===== config.mk =====
export PLATFORM = sky130hd
export DESIGN_NAME = plw_ctrl
export DESIGN_NICKNAME = d
export VERILOG_FILES = /design/src/rtl/plw_pkg.sv /design/src/rtl/plw_ctrl.sv
export SDC_FILE = /design/constraint.sdc
export NUM_CORES = 1
export LEC_CHECK = 0
export BUFFER_PORTS_ARGS = -buffer_cell sky130_fd_sc_hd__buf_2
export CELL_PAD_IN_SITES_DETAIL_PLACEMENT = 0
export CELL_PAD_IN_SITES_GLOBAL_PLACEMENT = 1
export CORE_MARGIN = 4
export CORE_UTILIZATION = 40
export CTS_CLUSTER_DIAMETER = 30
export DETAILED_ROUTE_END_ITERATION = 8
export PLACE_DENSITY = 0.92
export SETUP_SLACK_MARGIN = 0.1
export SYNTH_ARGS = -nofsm -noshare
export SYNTH_HDL_FRONTEND = slang
export SYNTH_SLANG_ARGS = --single-unit

===== constraint.sdc =====
create_clock -name i_clk -period 6.3 [get_ports i_clk]
set_clock_uncertainty 0.05 [all_clocks]
set_input_delay 1.26 -clock i_clk [delete_from_list [all_inputs] [get_ports i_clk]]
set_output_delay 1.26 -clock i_clk [all_outputs]
set_load 0.01 [all_outputs]

===== src/rtl/plw_pkg.sv =====
`default_nettype none

package plw_pkg;

    localparam int POOL_PAGES_DEF = 64;
    localparam int IDX_W          = 9;
    localparam int ENTRY_W        = 64;
    localparam int VA_W           = 48;
    localparam int PA_W           = 52;
    localparam int FLAG_W         = 12;
    localparam int BASE_PG_W      = PA_W - FLAG_W;
    localparam int CFG_IDX_W      = 1;

    localparam logic [1:0] CMD_MAP   = 2'd0;
    localparam logic [1:0] CMD_UNMAP = 2'd1;
    localparam logic [1:0] CMD_XLATE = 2'd2;

    localparam logic [1:0] ST_OK       = 2'd0;
    localparam logic [1:0] ST_NOT_PRES = 2'd1;
    localparam logic [1:0] ST_POOL_OUT = 2'd2;
    localparam logic [1:0] ST_PTR_OUT  = 2'd3;

    localparam logic [1:0] LVL_LEAF = 2'd3;
    localparam logic [1:0] LVL_LAST_MID = 2'd2;

    localparam logic [FLAG_W-1:0] DEFAULT_FLAGS = 12'h007;

    localparam logic [CFG_IDX_W-1:0] CFG_POOL_BASE  = 1'd0;
    localparam logic [CFG_IDX_W-1:0] CFG_MAP_ACTIVE = 1'd1;

    typedef struct packed {
        logic [1:0]        cmd;
        logic [VA_W-1:0]   virt_addr;
        logic [PA_W-1:0]   phys_addr;
        logic [FLAG_W-1:0] page_flags;
    } t_request;

    typedef struct packed {
        logic [ENTRY_W-1:0] translated_address;
        logic [1:0]         status;
        logic               tlb_flush;
        logic [VA_W-1:0]    invalidate_address;
    } t_result;

    typedef struct packed {
        logic rd_en;
        logic wr_en;
    } t_mem_ctl;

    function automatic logic [IDX_W-1:0] level_index(input logic [VA_W-1:0] va,
                                                     input logic [1:0] lvl);
        logic [IDX_W-1:0] idx;
        unique case (lvl)
            2'd0:    idx = va[47:39];
            2'd1:    idx = va[38:30];
            2'd2:    idx = va[29:21];
            default: idx = va[20:12];
        endcase
        return idx;
    endfunction

endpackage

`default_nettype wire


===== src/rtl/plw_ctrl.sv =====
`default_nettype none

module plw_ctrl #(
    parameter int POOL_PAGES = plw_pkg::POOL_PAGES_DEF,
    parameter int ADDR_W     = 15
) (
    input  wire logic                          i_clk,
    input  wire logic                          i_rst_n,
    input  wire logic                          i_start,
    input  wire plw_pkg::t_request             i_req,
    input  wire logic [plw_pkg::BASE_PG_W-1:0] i_base_pg,
    input  wire logic                          i_active,
    output logic                               o_busy,
    output logic                               o_valid,
    output plw_pkg::t_result                   o_res,
    output plw_pkg::t_mem_ctl                  o_mem_ctl,
    output logic [ADDR_W-1:0]                  o_mem_addr,
    output logic [plw_pkg::ENTRY_W-1:0]        o_mem_wr_data,
    input  wire logic [plw_pkg::ENTRY_W-1:0]   i_mem_rd_data
);

    localparam int PAGE_W = ADDR_W - plw_pkg::IDX_W;
    localparam int CNT_W  = $clog2(POOL_PAGES + 1);
    localparam int DEPTH  = POOL_PAGES * 512;
    localparam int PGN_W  = plw_pkg::BASE_PG_W + 1;
    localparam int EPG_W  = plw_pkg::ENTRY_W - plw_pkg::FLAG_W;

    typedef enum logic [4:0] {
        S_CLEAR = 5'b00001,
        S_IDLE  = 5'b00010,
        S_READ  = 5'b00100,
        S_EVAL  = 5'b01000,
        S_WRITE = 5'b10000
    } t_state;

    t_state               r_state, n_state;
    logic [1:0]           r_level, n_level;
    logic [PAGE_W-1:0]    r_page, n_page;
    logic [CNT_W-1:0]     r_nfree, n_nfree;
    logic [ADDR_W-1:0]    r_clr, n_clr;
    plw_pkg::t_request    r_req, n_req;
    logic                 r_valid, n_valid;
    plw_pkg::t_result     r_res, n_res;

    logic [EPG_W-1:0]             ent_pg;
    logic [EPG_W-1:0]             base_ext;
    logic [EPG_W-1:0]             pg_diff;
    logic                         pg_out;
    logic                         pool_full;
    logic [PGN_W-1:0]             new_pgnum;
    logic [plw_pkg::FLAG_W-1:0]   new_flags;
    logic [plw_pkg::ENTRY_W-1:0]  new_entry;
    logic [plw_pkg::ENTRY_W-1:0]  leaf_entry;

    assign ent_pg    = i_mem_rd_data[plw_pkg::ENTRY_W-1:plw_pkg::FLAG_W];
    assign base_ext  = EPG_W'(i_base_pg);
    assign pg_diff   = ent_pg - base_ext;
    assign pg_out    = (ent_pg < base_ext) || (pg_diff >= EPG_W'(POOL_PAGES));
    assign pool_full = r_nfree >= CNT_W'(POOL_PAGES);
    assign new_pgnum = PGN_W'(i_base_pg) + PGN_W'(r_nfree[PAGE_W-1:0]);
    assign new_flags = (r_req.cmd == plw_pkg::CMD_MAP) ? r_req.page_flags
                                                       : plw_pkg::DEFAULT_FLAGS;
    assign new_entry = {11'b0, new_pgnum, 12'b0}
                     | plw_pkg::ENTRY_W'(new_flags);
    assign leaf_entry = (r_req.cmd == plw_pkg::CMD_MAP)
                      ? (plw_pkg::ENTRY_W'(r_req.phys_addr)
                         | plw_pkg::ENTRY_W'(r_req.page_flags))
                      : '0;

    always_comb begin
        n_state   = r_state;
        n_level   = r_level;
        n_page    = r_page;
        n_nfree   = r_nfree;
        n_clr     = r_clr;
        n_req     = r_req;
        n_valid   = 1'b0;
        n_res     = r_res;
        o_mem_ctl = '0;
        o_mem_wr_data = new_entry;
        o_mem_addr = {r_page, plw_pkg::level_index(r_req.virt_addr, r_level)};

        unique case (r_state)
            S_CLEAR: begin
                o_mem_addr    = r_clr;
                o_mem_wr_data = '0;
                o_mem_ctl.wr_en = 1'b1;
                n_clr = r_clr + ADDR_W'(1);
                if (r_clr == ADDR_W'(DEPTH - 1)) begin
                    n_state = S_IDLE;
                end
            end
            S_IDLE: begin
                if (i_start) begin
                    n_req   = i_req;
                    n_level = 2'd0;
                    n_page  = '0;
                    if (i_req.cmd == plw_pkg::CMD_MAP || i_req.cmd == plw_pkg::CMD_UNMAP
                        || i_req.cmd == plw_pkg::CMD_XLATE) begin
                        n_state = S_READ;
                    end else begin
                        n_valid = 1'b1;
                        n_res   = '0;
                    end
                end
            end
            S_READ: begin
                o_mem_ctl.rd_en = 1'b1;
                n_state = S_EVAL;
            end
            S_EVAL: begin
                if (r_level == plw_pkg::LVL_LEAF) begin
                    n_valid = 1'b1;
                    n_res   = '0;
                    n_state = S_IDLE;
                    if (i_mem_rd_data[0]) begin
                        n_res.translated_address = {ent_pg, 12'b0};
                    end else begin
                        n_res.status = plw_pkg::ST_NOT_PRES;
                    end
                end else if (i_mem_rd_data[0] && pg_out) begin
                    n_valid = 1'b1;
                    n_res   = '0;
                    n_res.status = plw_pkg::ST_PTR_OUT;
                    n_state = S_IDLE;
                end else if (!i_mem_rd_data[0] && pool_full) begin
                    n_valid = 1'b1;
                    n_res   = '0;
                    n_res.status = plw_pkg::ST_POOL_OUT;
                    n_state = S_IDLE;
                end else begin
                    if (i_mem_rd_data[0]) begin
                        n_page = pg_diff[PAGE_W-1:0];
                    end else begin
                        o_mem_ctl.wr_en = 1'b1;
                        n_page  = r_nfree[PAGE_W-1:0];
                        n_nfree = r_nfree + CNT_W'(1);
                    end
                    n_level = r_level + 2'd1;
                    if (r_level == plw_pkg::LVL_LAST_MID
                        && r_req.cmd != plw_pkg::CMD_XLATE) begin
                        n_state = S_WRITE;
                    end else begin
                        n_state = S_READ;
                    end
                end
            end
            S_WRITE: begin
                o_mem_ctl.wr_en = 1'b1;
                o_mem_wr_data   = leaf_entry;
                n_valid = 1'b1;
                n_res   = '0;
                n_res.tlb_flush = i_active;
                n_res.invalidate_address = i_active ? r_req.virt_addr : '0;
                n_state = S_IDLE;
            end
            default: begin
                n_state = S_IDLE;
            end
        endcase
    end

    always_ff @(posedge i_clk) begin
        if (!i_rst_n) begin
            r_state <= S_CLEAR;
            r_level <= '0;
            r_page  <= '0;
            r_nfree <= CNT_W'(1);
            r_clr   <= '0;
            r_valid <= 1'b0;
        end else begin
            r_state <= n_state;
            r_level <= n_level;
            r_page  <= n_page;
            r_nfree <= n_nfree;
            r_clr   <= n_clr;
            r_valid <= n_valid;
        end
        r_req <= n_req;
        r_res <= n_res;
    end

    assign o_busy  = (r_state != S_IDLE);
    assign o_valid = r_valid;
    assign o_res   = r_res;

`ifndef SYNTHESIS
    a_no_rw_same_cycle: assert property (@(posedge i_clk) disable iff (!i_rst_n)
        !(o_mem_ctl.rd_en && o_mem_ctl.wr_en))
        else $error("store read and write in one cycle");

    a_nfree_bound: assert property (@(posedge i_clk) disable iff (!i_rst_n)
        r_nfree <= CNT_W'(POOL_PAGES) && r_nfree != '0)
        else $error("allocator out of range");

    a_read_then_eval: assert property (@(posedge i_clk) disable iff (!i_rst_n)
        r_state == S_READ |=> r_state == S_EVAL)
        else $error("read not followed by evaluation");

    a_valid_idle: assert property (@(posedge i_clk) disable iff (!i_rst_n)
        r_valid |-> r_state == S_IDLE)
        else $error("word strobed while walk in flight");

    a_leaf_level: assert property (@(posedge i_clk) disable iff (!i_rst_n)
        r_state == S_WRITE |-> r_level == plw_pkg::LVL_LEAF
            && r_req.cmd != plw_pkg::CMD_XLATE)
        else $error("leaf write at wrong level");
`endif

endmodule

`default_nettype wire


---- Yosys cells after proc, flatten, opt, wreduce, memory -nomap -nowiden ----
Cells that the tools add are included.
Widths: inputs -> output; s select.
storage, ports and cells
  memories ................................ 0
  output and inout bits ................... 198
  memory bits (read-only) ................. 0
  register bits ........................... 265
  bits in writable memories ............... 0
  input port bits ......................... 222
  latch bits .............................. 0
  word-level logic and storage cells ...... 112
operators by class
  divide/modulo/power cells ............... 0
  multiplexer cells ....................... 45
  equal/unequal tests ..................... 21
  $mul .................................... 0
  shift operators ......................... 0
  order comparisons ....................... 3
  reductions and logical operators ........ 18
  $add $sub $neg .......................... 5
  bitwise gates (word level) .............. 6
operators with widths
  cell                   count
  $mux 115               5
  $pmux 115 s3           1
  $pmux 53 s2            1
  $mux 64                1
  $or 53x12->53          1
  $ge 52x7->1 const B    1
  $lt 52x40->1           1
  $mux 52                1
  $or 52x12->52          1
  $sub 52x40->52         1
  $mux 48                1
  $add 40x6->41          1
  $mux 5                 7
  $mux 6                 5
  $pmux 9 s3             1
  $pmux 5 s4             1
  $ne 2x2->1 const B     8
  $add 15x1->15 const B  1
  $eq 15x15->1 const B   1
  $mux 15                1
  $mux 12                1
  $pmux 6 s2             1
  $mux 1                 11
  $reduce_and 5->1       2
  27 further kinds       42

---- Depth between registers and ports, before layout ----
Gate-level depths: netlist of the first run.
  depth in word-level cells ............... 7
  depth in mapped cells ................... 16
  depth with buffers taken out ............ 15

---- Least setup slack after synthesis of the first run ----
No wires, ideal clock.
  kind .................................... input to register
  start point ............................. input i_mem_rd_data[12] (netlist bit)
  end point ............................... register r_res, in the netlist o_res[0], enable pin
  cell stages on the path ................. 15
  required time ........................... 5.834 ns
  buffers on the path ..................... 0
  path slack .............................. 0.749 ns
  arrival ................................. 5.086 ns
  path through ............................ inv_1 ha_1 inv_1 fa_1 a211oi_1 o21ai_1 a2111oi_0 nor3_1 a221oi_1 nand4_1 o21ai_0 nor3_1 nand4_1 o21bai_2 and2b_2
between the ends
  longest elaborated chain between the ends .. 6
  elaborated cells on any way between the ends .. 7
  classes of those cells .................. add/sub: 1; order compare: 2; eq/ne: 1; reduce/logical: 3
ends and longest elaborated chain
  what                            line             text
  from (decl)                     plw_ctrl.sv:19   input wire logic [plw_pkg::ENTRY_W-1:0] i_mem_rd_data
  $sub 52x40->52                  plw_ctrl.sv:57   assign pg_diff = ent_pg - base_ext;
  $ge 52x7->1                     plw_ctrl.sv:58   assign pg_out = (ent_pg < base_ext) || (pg_diff >= EPG_W'(POOL_PAGES));
  $logic_or 1x1->1 (*)            plw_ctrl.sv:58
  $logic_and 1x1->1 (*)           plw_ctrl.sv:121  end else if (i_mem_rd_data[0] && pg_out) begin
  $ne 4x4->1 (no line) (*)        -
  $reduce_and 4->1 (no line) (*)  -
  to (signal assigned)            plw_ctrl.sv:180  r_res <= n_res;
  to (decl)                       plw_ctrl.sv:43   plw_pkg::t_result r_res, n_res;
Mark *: on every way between the ends. The rest lies on a longest branch, timed or not.
A chain may end at the register's enable or synchronous reset.

---- Final worst setup path of the first run ----
  start point ............................. input i_base_pg[0] (netlist bit)
  end point ............................... output o_mem_wr_data[50] (netlist bit)
between the ends
  longest elaborated chain between the ends .. 3
ends and longest elaborated chain
  what           line            text
  from (decl)    plw_ctrl.sv:11  input wire logic [plw_pkg::BASE_PG_W-1:0] i_base_pg,
  $add 40x6->41  plw_ctrl.sv:60  assign new_pgnum = PGN_W'(i_base_pg) + PGN_W'(r_nfree[PAGE_W-1:0]);
  $or 53x12->53  plw_ctrl.sv:64  | plw_pkg::ENTRY_W'(new_flags);
  $pmux 53 s2    plw_ctrl.sv:83  unique case (r_state)
  to (decl)      plw_ctrl.sv:18  output logic [plw_pkg::ENTRY_W-1:0] o_mem_wr_data,
No other way between the ends.

==> results of run 1 <==
[area by class of cell]
| type | count | area (µm²) | area share, % |
|---|---|---|---|
| Sequential cell | 253 | 7240 | 38.4 |
| Multi-Input combinational cell | 1051 | 6540 | 34.7 |
| Timing Repair Buffer | 405 | 2110 | 11.2 |
| Clock buffer | 66 | 1530 | 8.15 |
| Tap cell | 461 | 577 | 3.06 |
| Clock inverter | 46 | 572 | 3.04 |
| Inverter | 65 | 246 | 1.31 |
| Antenna cell | 4 | 10.0 | 0.0532 |
[worst register-to-register path, cell delays in order, from the launching register on]
cell and delay [ps]:
dfxtp_1 330, or3_1 390, or3b_2 500, inv_1 70, nand2_1 270, inv_4 560
buf_4 680
[power by group]
group | total (mW) | switching (mW) | internal [mW]
Clock | 3.15 | 1.04 | 2.11
Sequential | 1.81 | 0.00188 | 1.81
Combinational | 0.512 | 0.321 | 0.192
Total | 5.47 | 1.36 | 4.11
[sequential cells by signal (all words and copies together) (netlist names)]
register / cells
r_req: 114
o_res: 103
r_clr: 15
r_nfree: 7
r_page: 6
r_state: 5
r_level: 2
o_valid: 1
[layer usage]
layer / global-route usage [%] / vias to the layer above / wire (µm)
met5: 0 / - / 35
li1: - / 6074 / -
met1: 30.0 / 5983 / 19900
met2: 39.5 / 518 / 23200
met4: 9.18 / 6 / 1760
met3: 6.82 / 103 / 4190
[stage by stage]
step	hold WS (ps)	cells	area (µm²)	util, %
3_3_place_gp	402	2235	16700	47.1
6_report	418	2351	18800	53.1
3_5_place_dp	412	2235	16700	47.1
2_1_floorplan	391	1463	14500	-
4_1_cts	421	2347	18800	53.0
5_1_grt	447	2350	18800	53.1
[Yosys cell counts, drive strengths merged (8+ instances only)]
master,n,area share (%)
a211oi,10,0.52
a21boi,10,0.52
a21o,9,0.47
a21oi,79,2.7
a222oi,11,0.77
a22oi,12,0.63
a31oi,8,0.35
and2,74,3.2
and3,61,2.7
buf,37,1.7
clkbuf,57,1.5
dfxtp,36,5.0
edfxtp,217,45
ha,52,4.5
inv,64,1.7
mux2i,16,1.1
nand2,168,4.4
nand3,35,1.2
nand4,33,1.4
nor2,89,2.3
nor2b,8,0.35
nor3,30,1.0
nor4,19,0.87
o211ai,11,0.57
o21a,12,0.63
o21ai,99,3.4
or3,14,0.62
xnor2,59,3.6
xor2,12,0.73
[worst paths after layout]
kind	cells past startpoint	slack [ps]	endpoint
worst min register to register	2	420	r_page[2]
worst max-delay path	17	510	o_mem_wr_data[50]
worst min-delay path	2	420	r_page[2]
worst max register to register	6	3070	r_req[68]
[cells by family after synthesis]
| kind of cell | synth area share [%] |
|---|---|
| AOI/OAI and AO/OA | 13.9 |
| xor gates and xnor gates | 4.32 |
| adders and majority gates | 4.80 |
| buffers and inverters | 4.90 |
| DFF | 50.3 |
| muxes | 1.45 |
| other | 0.0261 |
| and+or+nand+nor | 20.2 |
==> flow_summary.toml, run 1 <==
[yosys]
yosysWarnings = 0
syn_area_um2 = 14400
synth_cell_types = 79
syn_area_per_cell_um2 = 9.98
yosysSeqAreaShare_pct = 50.3
synth_seq_cells = 253
synth-edff-count = 217
synth_cells = 1441
ys.flop_type = "edfxtp_1"
async_flop_share_pct = 0

[sta]
relSlewSlack_pct = 30.8
post-route-min-period_ps = 5790
finalSetupViolCount = 0
hold_violations = 0
fin_ws_ps = 509
slew_violations = 0
worst_pin_slew_ps = 1040
finalSetupTns_ps = 0
rsz0062_at_grt = "false"
max_freq_ghz = 0.173
post-route-period-util_pct = 91.9

[clock_network]
cts_tree = "yes"
cts_htree_levels = 2
cts-root-buf = "clkbuf_16"
cts_buffers = 59
clock-sinks = 253
clk_latency_ps = 600
ctsResizeCount = 0
clockBufferDepth = 3
path_clk_slew_ps = 40
holdBufCountCts = 0
post_cts_buffers = 0

[worst_setup_path]
path_common_cell = "o21ai_0"
path_cells = "buf_2 > ha_1 > inv_1 > fa_1 > nor2b_1 > o21ai_0 > a21boi_0 > o21ai_0 > a21o_1 > nor3_1 > buf_4 > and3_1 > nor2b_1 > nand2_1 > xnor2_1 > o21ai_0 > buf_2"
path_delay_family = "compound AO/OA/AOI/OAI gates"
cp.required_ps = 4990
crit_path_end_kind = "output port"
critical_path.max_fanout = 6
critPathSlowestCell = "fa_1"
max_stage_delay_ps = 400
startpoint = "i_base_pg[0]"
crit_type = "in2out"
startpoint_type = "input pin"
rr_startpoint = "r_state[4]"
crit_buf_inv = 4
crit_arrival_ps = 4480

[floorplan]
fp.dieW_um = 198
num_rows = 69
start_util_pct = 40.5
die_h_um = 198
core_area_um2 = 35500
die_area_um2 = 39100
ios = 420

[global_route]
grt_pass1_wl_mm = 72.5
grt_max_degree = 63
antenna_found_initial = 8
grt-ovfl-total = 0
grt_pass1_vias = 12600
track_usage_pct = 23.9

[route]
drc_errors = 0
wire_per_inst_um = 20.9
finalWirelength_mm = 49.0
vias = 12700
postRouteAntennaNets = 0
dr.first_iter.drc_count = 956
drt_first_pass_iters = 5
via_per_inst = 5.40

[finish]
layout_common_cells = "buf_2, edfxtp_1, nand2_1"
areaGrowthSynthToFinish_pct = 30.9
layout-drive-gt1-share_pct = 28.5
nets = 2111
final_common_cell = "buf_2"
fill_cells = 3152

[place]
dpl.hpwl_mm = 37.8
port_buffers = 385
pre_cts_slack_ps = 538
gp_congestion = 0.958

[hold_path]
min_path_type = "reg2reg"
worstHoldStart = "r_page[2]"

[status]
outcome = "complete, no violations"

[pwr]
power.density_nw_per_um2 = 291
power_mw = 5.47
ir_worst_vdd_mv = 0.304
leakagePower_nw = 8.19

[run]
cap_violations = 0
Note: power is estimated with default switching activity, not from simulation.
==> inputs of run 2 (changes only) <==
--- a/config.mk
+++ b/config.mk
@@ -10,6 +10,7 @@
 export CELL_PAD_IN_SITES_GLOBAL_PLACEMENT = 1
 export CORE_MARGIN = 4
 export CORE_UTILIZATION = 40
+export CTS_BUF_LIST = sky130_fd_sc_hd__clkbuf_4 sky130_fd_sc_hd__clkbuf_8 sky130_fd_sc_hd__clkbuf_16
 export CTS_CLUSTER_DIAMETER = 30
 export DETAILED_ROUTE_END_ITERATION = 8
 export PLACE_DENSITY = 0.92
==> run 2 against run 1 <==
Highest routed layer unchanged. Sequential power is essentially flat. Register-to-register slack is essentially flat. Critical path depth is the same. Utilization grew 0.053 points. Die area is the same. Worst hold slack is essentially flat. Final cell count is the same. First-iteration DRC count shrank 0.42%. Sequential cell count is the same. Clock power is essentially flat.
==> flow_summary.toml, run 2 (same netlist as run 1, synthesis figures left out) <==
[status]
outcome = "complete, no violations"

[pwr]
clock_power_share_pct = 57.7
seqPwrFrac_pct = 33.0
intPower_mw = 4.13
swShare_pct = 24.8
power.density_nw_per_um2 = 292
leakagePower_nw = 8.20
p_comb_share_pct = 9.3
ir_worst_vdd_mv = 0.305
netSwitchingPower_mw = 1.36

[finish]
largest_register = "r_req"
final_common_cell = "buf_2"
areaGrowthSynthToFinish_pct = 31.0
layout_common_cells = "buf_2, edfxtp_1, nand2_1"
utilization_pct = 53.1
nets = 2111
final_area_um2 = 18800
largest_reg_flops = 114
instances_no_fill = 2351
layout-drive-gt1-share_pct = 28.7

[global_route]
use_met1_pct = 30.0
use_met3_pct = 6.81
grt-ovfl-total = 0
grt_max_degree = 63
met2_usage_pct = 39.5
grt_pass1_wl_mm = 72.6
busiest_layer = "met2"
track_usage_pct = 23.9
antenna_found_initial = 8
grt_pass1_vias = 12600

[worst_setup_path]
crit_path_end_kind = "output port"
max_stage_delay_ps = 400
critPathSlowestCell = "fa_1"
critical_path.max_fanout = 6
crit_arrival_ps = 4490
startpoint_type = "input pin"
crit_type = "in2out"
path_cells = "buf_2 > ha_1 > inv_1 > fa_1 > nor2b_1 > o21ai_0 > a21boi_0 > o21ai_0 > a21o_1 > nor3_1 > buf_4 > and3_1 > nor2b_1 > nand2_1 > xnor2_1 > o21ai_0 > buf_2"
rr_startpoint = "r_state[4]"
worst-r2r-cell-count = 6
startpoint = "i_base_pg[0]"
path_common_cell = "o21ai_0"
cp.required_ps = 4990

[clock_network]
holdBufCountCts = 0
clock-sinks = 253
cts_tree = "yes"
clockBufferDepth = 3
post_cts_buffers = 0
cts_buffers = 59
clk_latency_ps = 600
cts_htree_levels = 2
path_clk_slew_ps = 40
cts-root-buf = "clkbuf_16"
ctsResizeCount = 0

[route]
wire_per_inst_um = 20.9
postRouteAntennaNets = 0
dr.first_iter.drc_count = 952
drc_errors = 0
finalWirelength_mm = 49.1
vias = 12700
drt_first_pass_iters = 5
via_per_inst = 5.41

[sta]
post-route-min-period_ps = 5800
finalSetupTns_ps = 0
finalSetupViolCount = 0
relSlewSlack_pct = 30.4
hold_violations = 0
max_freq_ghz = 0.172
worst_pin_slew_ps = 1040
timing.hold.ws_ps = 418
post-route-period-util_pct = 92.0
slew_violations = 0
rsz0062_at_grt = "false"

[floorplan]
die_area_um2 = 39100
core_area_um2 = 35500
fp.dieW_um = 198
die_h_um = 198
num_rows = 69
ios = 420
start_util_pct = 40.5

[place]
gp_congestion = 0.958
port_buffers = 385
dpl.hpwl_mm = 37.8
postPlaceCellArea_um2 = 16700
dp_cells = 2235

[hold_path]
worstHoldStart = "r_page[2]"
min_path_cells = 2
min_path_type = "reg2reg"

[run]
cap_violations = 0
-- run 2: critical path: cells and delay by family --
family,cells,cell delay [ps]
XOR/XNOR,1,210
AND/OR/NAND/NOR,5,920
AO/OA/AOI/OAI,5,990
buffers and inverters,4,530
adder cells (fa/ha/maj),2,570
-- run 2: cell type report --
type,instances,area (µm²)
Inverter,65,246
Clock buffer,66,1550
Sequential cell,253,7240
Antenna cell,4,10.0
Fill cell,3147,16600
Timing Repair Buffer,405,2110
Multi-Input combinational cell,1051,6540
Clock inverter,46,572
Tap cell,461,577
-- run 2: per-layer routing --
metal	up-vias	wire [µm]
met3	105	4390
met2	566	23200
met5	-	43
met4	6	1760
met1	5968	19700
li1	6073	-
-- run 2: power groups by stage --
stage | Combinational [mW] | Sequential, mW | Clock, mW
4_1_cts | 0.506 | 1.81 | 3.22
6_report | 0.512 | 1.81 | 3.17
2_1_floorplan | 0.315 | 1.84 | 0
3_5_place_dp | 0.501 | 1.84 | 0
5_1_grt | 0.562 | 1.81 | 3.32
3_3_place_gp | 0.500 | 1.84 | 0
-- run 2: stage by stage --
step                total power [mW]  worst slack (ps)
finish                          5.50               501
global route                    5.69               133
global placement                2.34               624
floorplan                       2.16               749
detailed placement              2.34               538
CTS                             5.54               523
-- run 2: path summary, 6_finish.rpt --
check	slack (ps)	endpoint
worst max register to register	3060	r_req[68]
worst max-delay path	500	o_mem_wr_data[50]
worst min-delay path	420	r_page[2]
worst min register to register	420	r_page[2]
==> inputs of run 3 (changes only) <==
--- a/config.mk
+++ b/config.mk
@@ -13,7 +13,9 @@
 export CTS_BUF_LIST = sky130_fd_sc_hd__clkbuf_4 sky130_fd_sc_hd__clkbuf_8 sky130_fd_sc_hd__clkbuf_16
 export CTS_CLUSTER_DIAMETER = 30
 export DETAILED_ROUTE_END_ITERATION = 8
+export MAX_ROUTING_LAYER = met4
 export PLACE_DENSITY = 0.92
+export RECOVER_POWER = 25
 export SETUP_SLACK_MARGIN = 0.1
 export SYNTH_ARGS = -nofsm -noshare
 export SYNTH_HDL_FRONTEND = slang
==> run 3 against run 2 <==
Sequential share of layout area is 0.20 points lower. Worst setup slack improved by 27 ps. Largest power group unchanged. Combinational power increased by 2%. Clock power rose by 3%. Sequential power hardly changed. The run now ends with max-capacitance violations, max-slew violations left.
==> flow_summary.toml, run 3 (same netlist as run 1, synthesis figures left out) <==
[sta]
rsz0062_at_grt = "false"
relSlewSlack_pct = -33.6
finalSetupViolCount = 0
post-route-min-period_ps = 5770
worst_pin_slew_ps = 2000
slew_violations = 108
finalSetupTns_ps = 0
hold_violations = 0
post-route-period-util_pct = 91.6
max_freq_ghz = 0.173

[worst_setup_path]
rr_startpoint = "r_state[4]"
r2r_slack_ps = 3060
crit_arrival_ps = 4460
worst-r2r-cell-count = 6
r2r-end = "r_req[67]"
critPathCapture = "o_mem_wr_data[50]"
cp.required_ps = 4990
startpoint = "i_base_pg[0]"
startpoint_type = "input pin"
critical_path.max_fanout = 6
crit_path_end_kind = "output port"
crit_type = "in2out"

[finish]
final_area_um2 = 18900
largest_reg_flops = 114
multi_input_area_um2 = 6540
areaGrowthSynthToFinish_pct = 31.7
final_common_cell = "buf_2"
layout-drive-gt1-share_pct = 28.1
nets = 2120
layout_common_cells = "buf_2, edfxtp_1, nand2_1"
seqCellArea_um2 = 7240
fill_cells = 3126
largest_register = "r_req"

[pwr]
ir_worst_vdd_mv = 0.408
clock_power_share_pct = 58.3
p_comb_share_pct = 9.3
seqPwrFrac_pct = 32.4
intPower_mw = 4.27
swShare_pct = 23.6
netSwitchingPower_mw = 1.32
leakagePower_nw = 8.23
power.density_nw_per_um2 = 295

[status]
outcome = "finished, violations left"
violations = "max-capacitance violations, max-slew violations"

[route]
postRouteAntennaNets = 0
via_per_inst = 5.45
dr.first_iter.drc_count = 938
vias = 12900
drt_first_pass_iters = 5
drc_errors = 0
wire_per_inst_um = 21.1
finalWirelength_mm = 49.8

[floorplan]
core_area_um2 = 35500
die_area_um2 = 39100
die_h_um = 198
ios = 420
start_util_pct = 40.5
num_rows = 69
fp.dieW_um = 198

[global_route]
grt_max_degree = 63
grt_pass1_vias = 12800
track_usage_pct = 25.1
grt_pass1_wl_mm = 74.0
antenna_found_initial = 5
grt-ovfl-total = 0

[clock_network]
clockBufferDepth = 3
path_clk_slew_ps = 40
cts_tree = "yes"
cts_buffers = 61
cts_htree_levels = 2
holdBufCountCts = 0
post_cts_buffers = 0
ctsResizeCount = 0
clk_latency_ps = 600
clock-sinks = 253
cts-root-buf = "clkbuf_16"

[place]
port_buffers = 385
gp_congestion = 0.994
dpl.hpwl_mm = 38.2
postPlaceCellArea_um2 = 16800

[run]
cap_violations = 2

[hold_path]
min_path_type = "reg2reg"
==> run 3: how the worst min path moves through the flow <==
stage                     from          to  slack [ps]  cells after the start
finish              r_nfree[6]  r_nfree[6]         420                      1
global placement    r_nfree[6]  r_nfree[6]         400                      1
CTS                 r_nfree[6]  r_nfree[6]         420                      1
detailed placement  r_nfree[6]  r_nfree[6]         410                      1
floorplan           r_nfree[6]  r_nfree[6]         390                      1
global route         r_page[3]   r_page[3]         450                      2
==> run 3: worst max-delay path, cell delays in order <==
cell	delay, ps
buf_2	110
ha_1	170
inv_1	50
fa_1	390
nor2b_1	120
o21ai_0	100
a21boi_0	280
o21ai_0	200
a21o_1	300
nor3_1	210
buf_4	210
and3_1	220
nor2b_1	250
nand2_1	100
xnor2_1	160
o21ai_0	150
buf_2	150
==> run 3: power groups by stage <==
stage	sequential (mW)	combinational, mW	clock (mW)
after global routing	1.81	0.568	3.41
after detailed placement	1.84	0.509	0
after CTS	1.81	0.512	3.30
final	1.81	0.520	3.26
after floorplan	1.84	0.315	0
after global placement	1.84	0.506	0
==> run 3: routing by layer <==
layer	global-route usage [%]	part of all wire, %	up-vias
met5	-	0	-
met4	7.35	2.6	0
met3	5.24	7.9	79
met2	41.6	48	588
met1	31.3	41	6123
li1	-	-	6085
==> run 3: cell type report <==
type | instances | area share (%)
inverters | 65 | 1.30
diodes | 5 | 0.0661
multi-input cells | 1051 | 34.5
repair buffers | 412 | 11.4
flip-flops and latches | 253 | 38.2
well taps | 461 | 3.04
clock inverters | 43 | 2.77
clock buffers | 73 | 8.73
==> run 3: metrics by stage <==
stage | setup slack [ps] | cells | power (mW) | util (%) | hold WS (ps)
3_5_place_dp | 566 | 2242 | 2.35 | 47.2 | 409
6_report | 528 | 2363 | 5.59 | 53.4 | 418
3_3_place_gp | 565 | 2242 | 2.35 | 47.2 | 403
2_1_floorplan | 749 | 1463 | 2.16 | - | 391
5_1_grt | 116 | 2362 | 5.79 | 53.4 | 453
4_1_cts | 531 | 2358 | 5.63 | 53.4 | 421
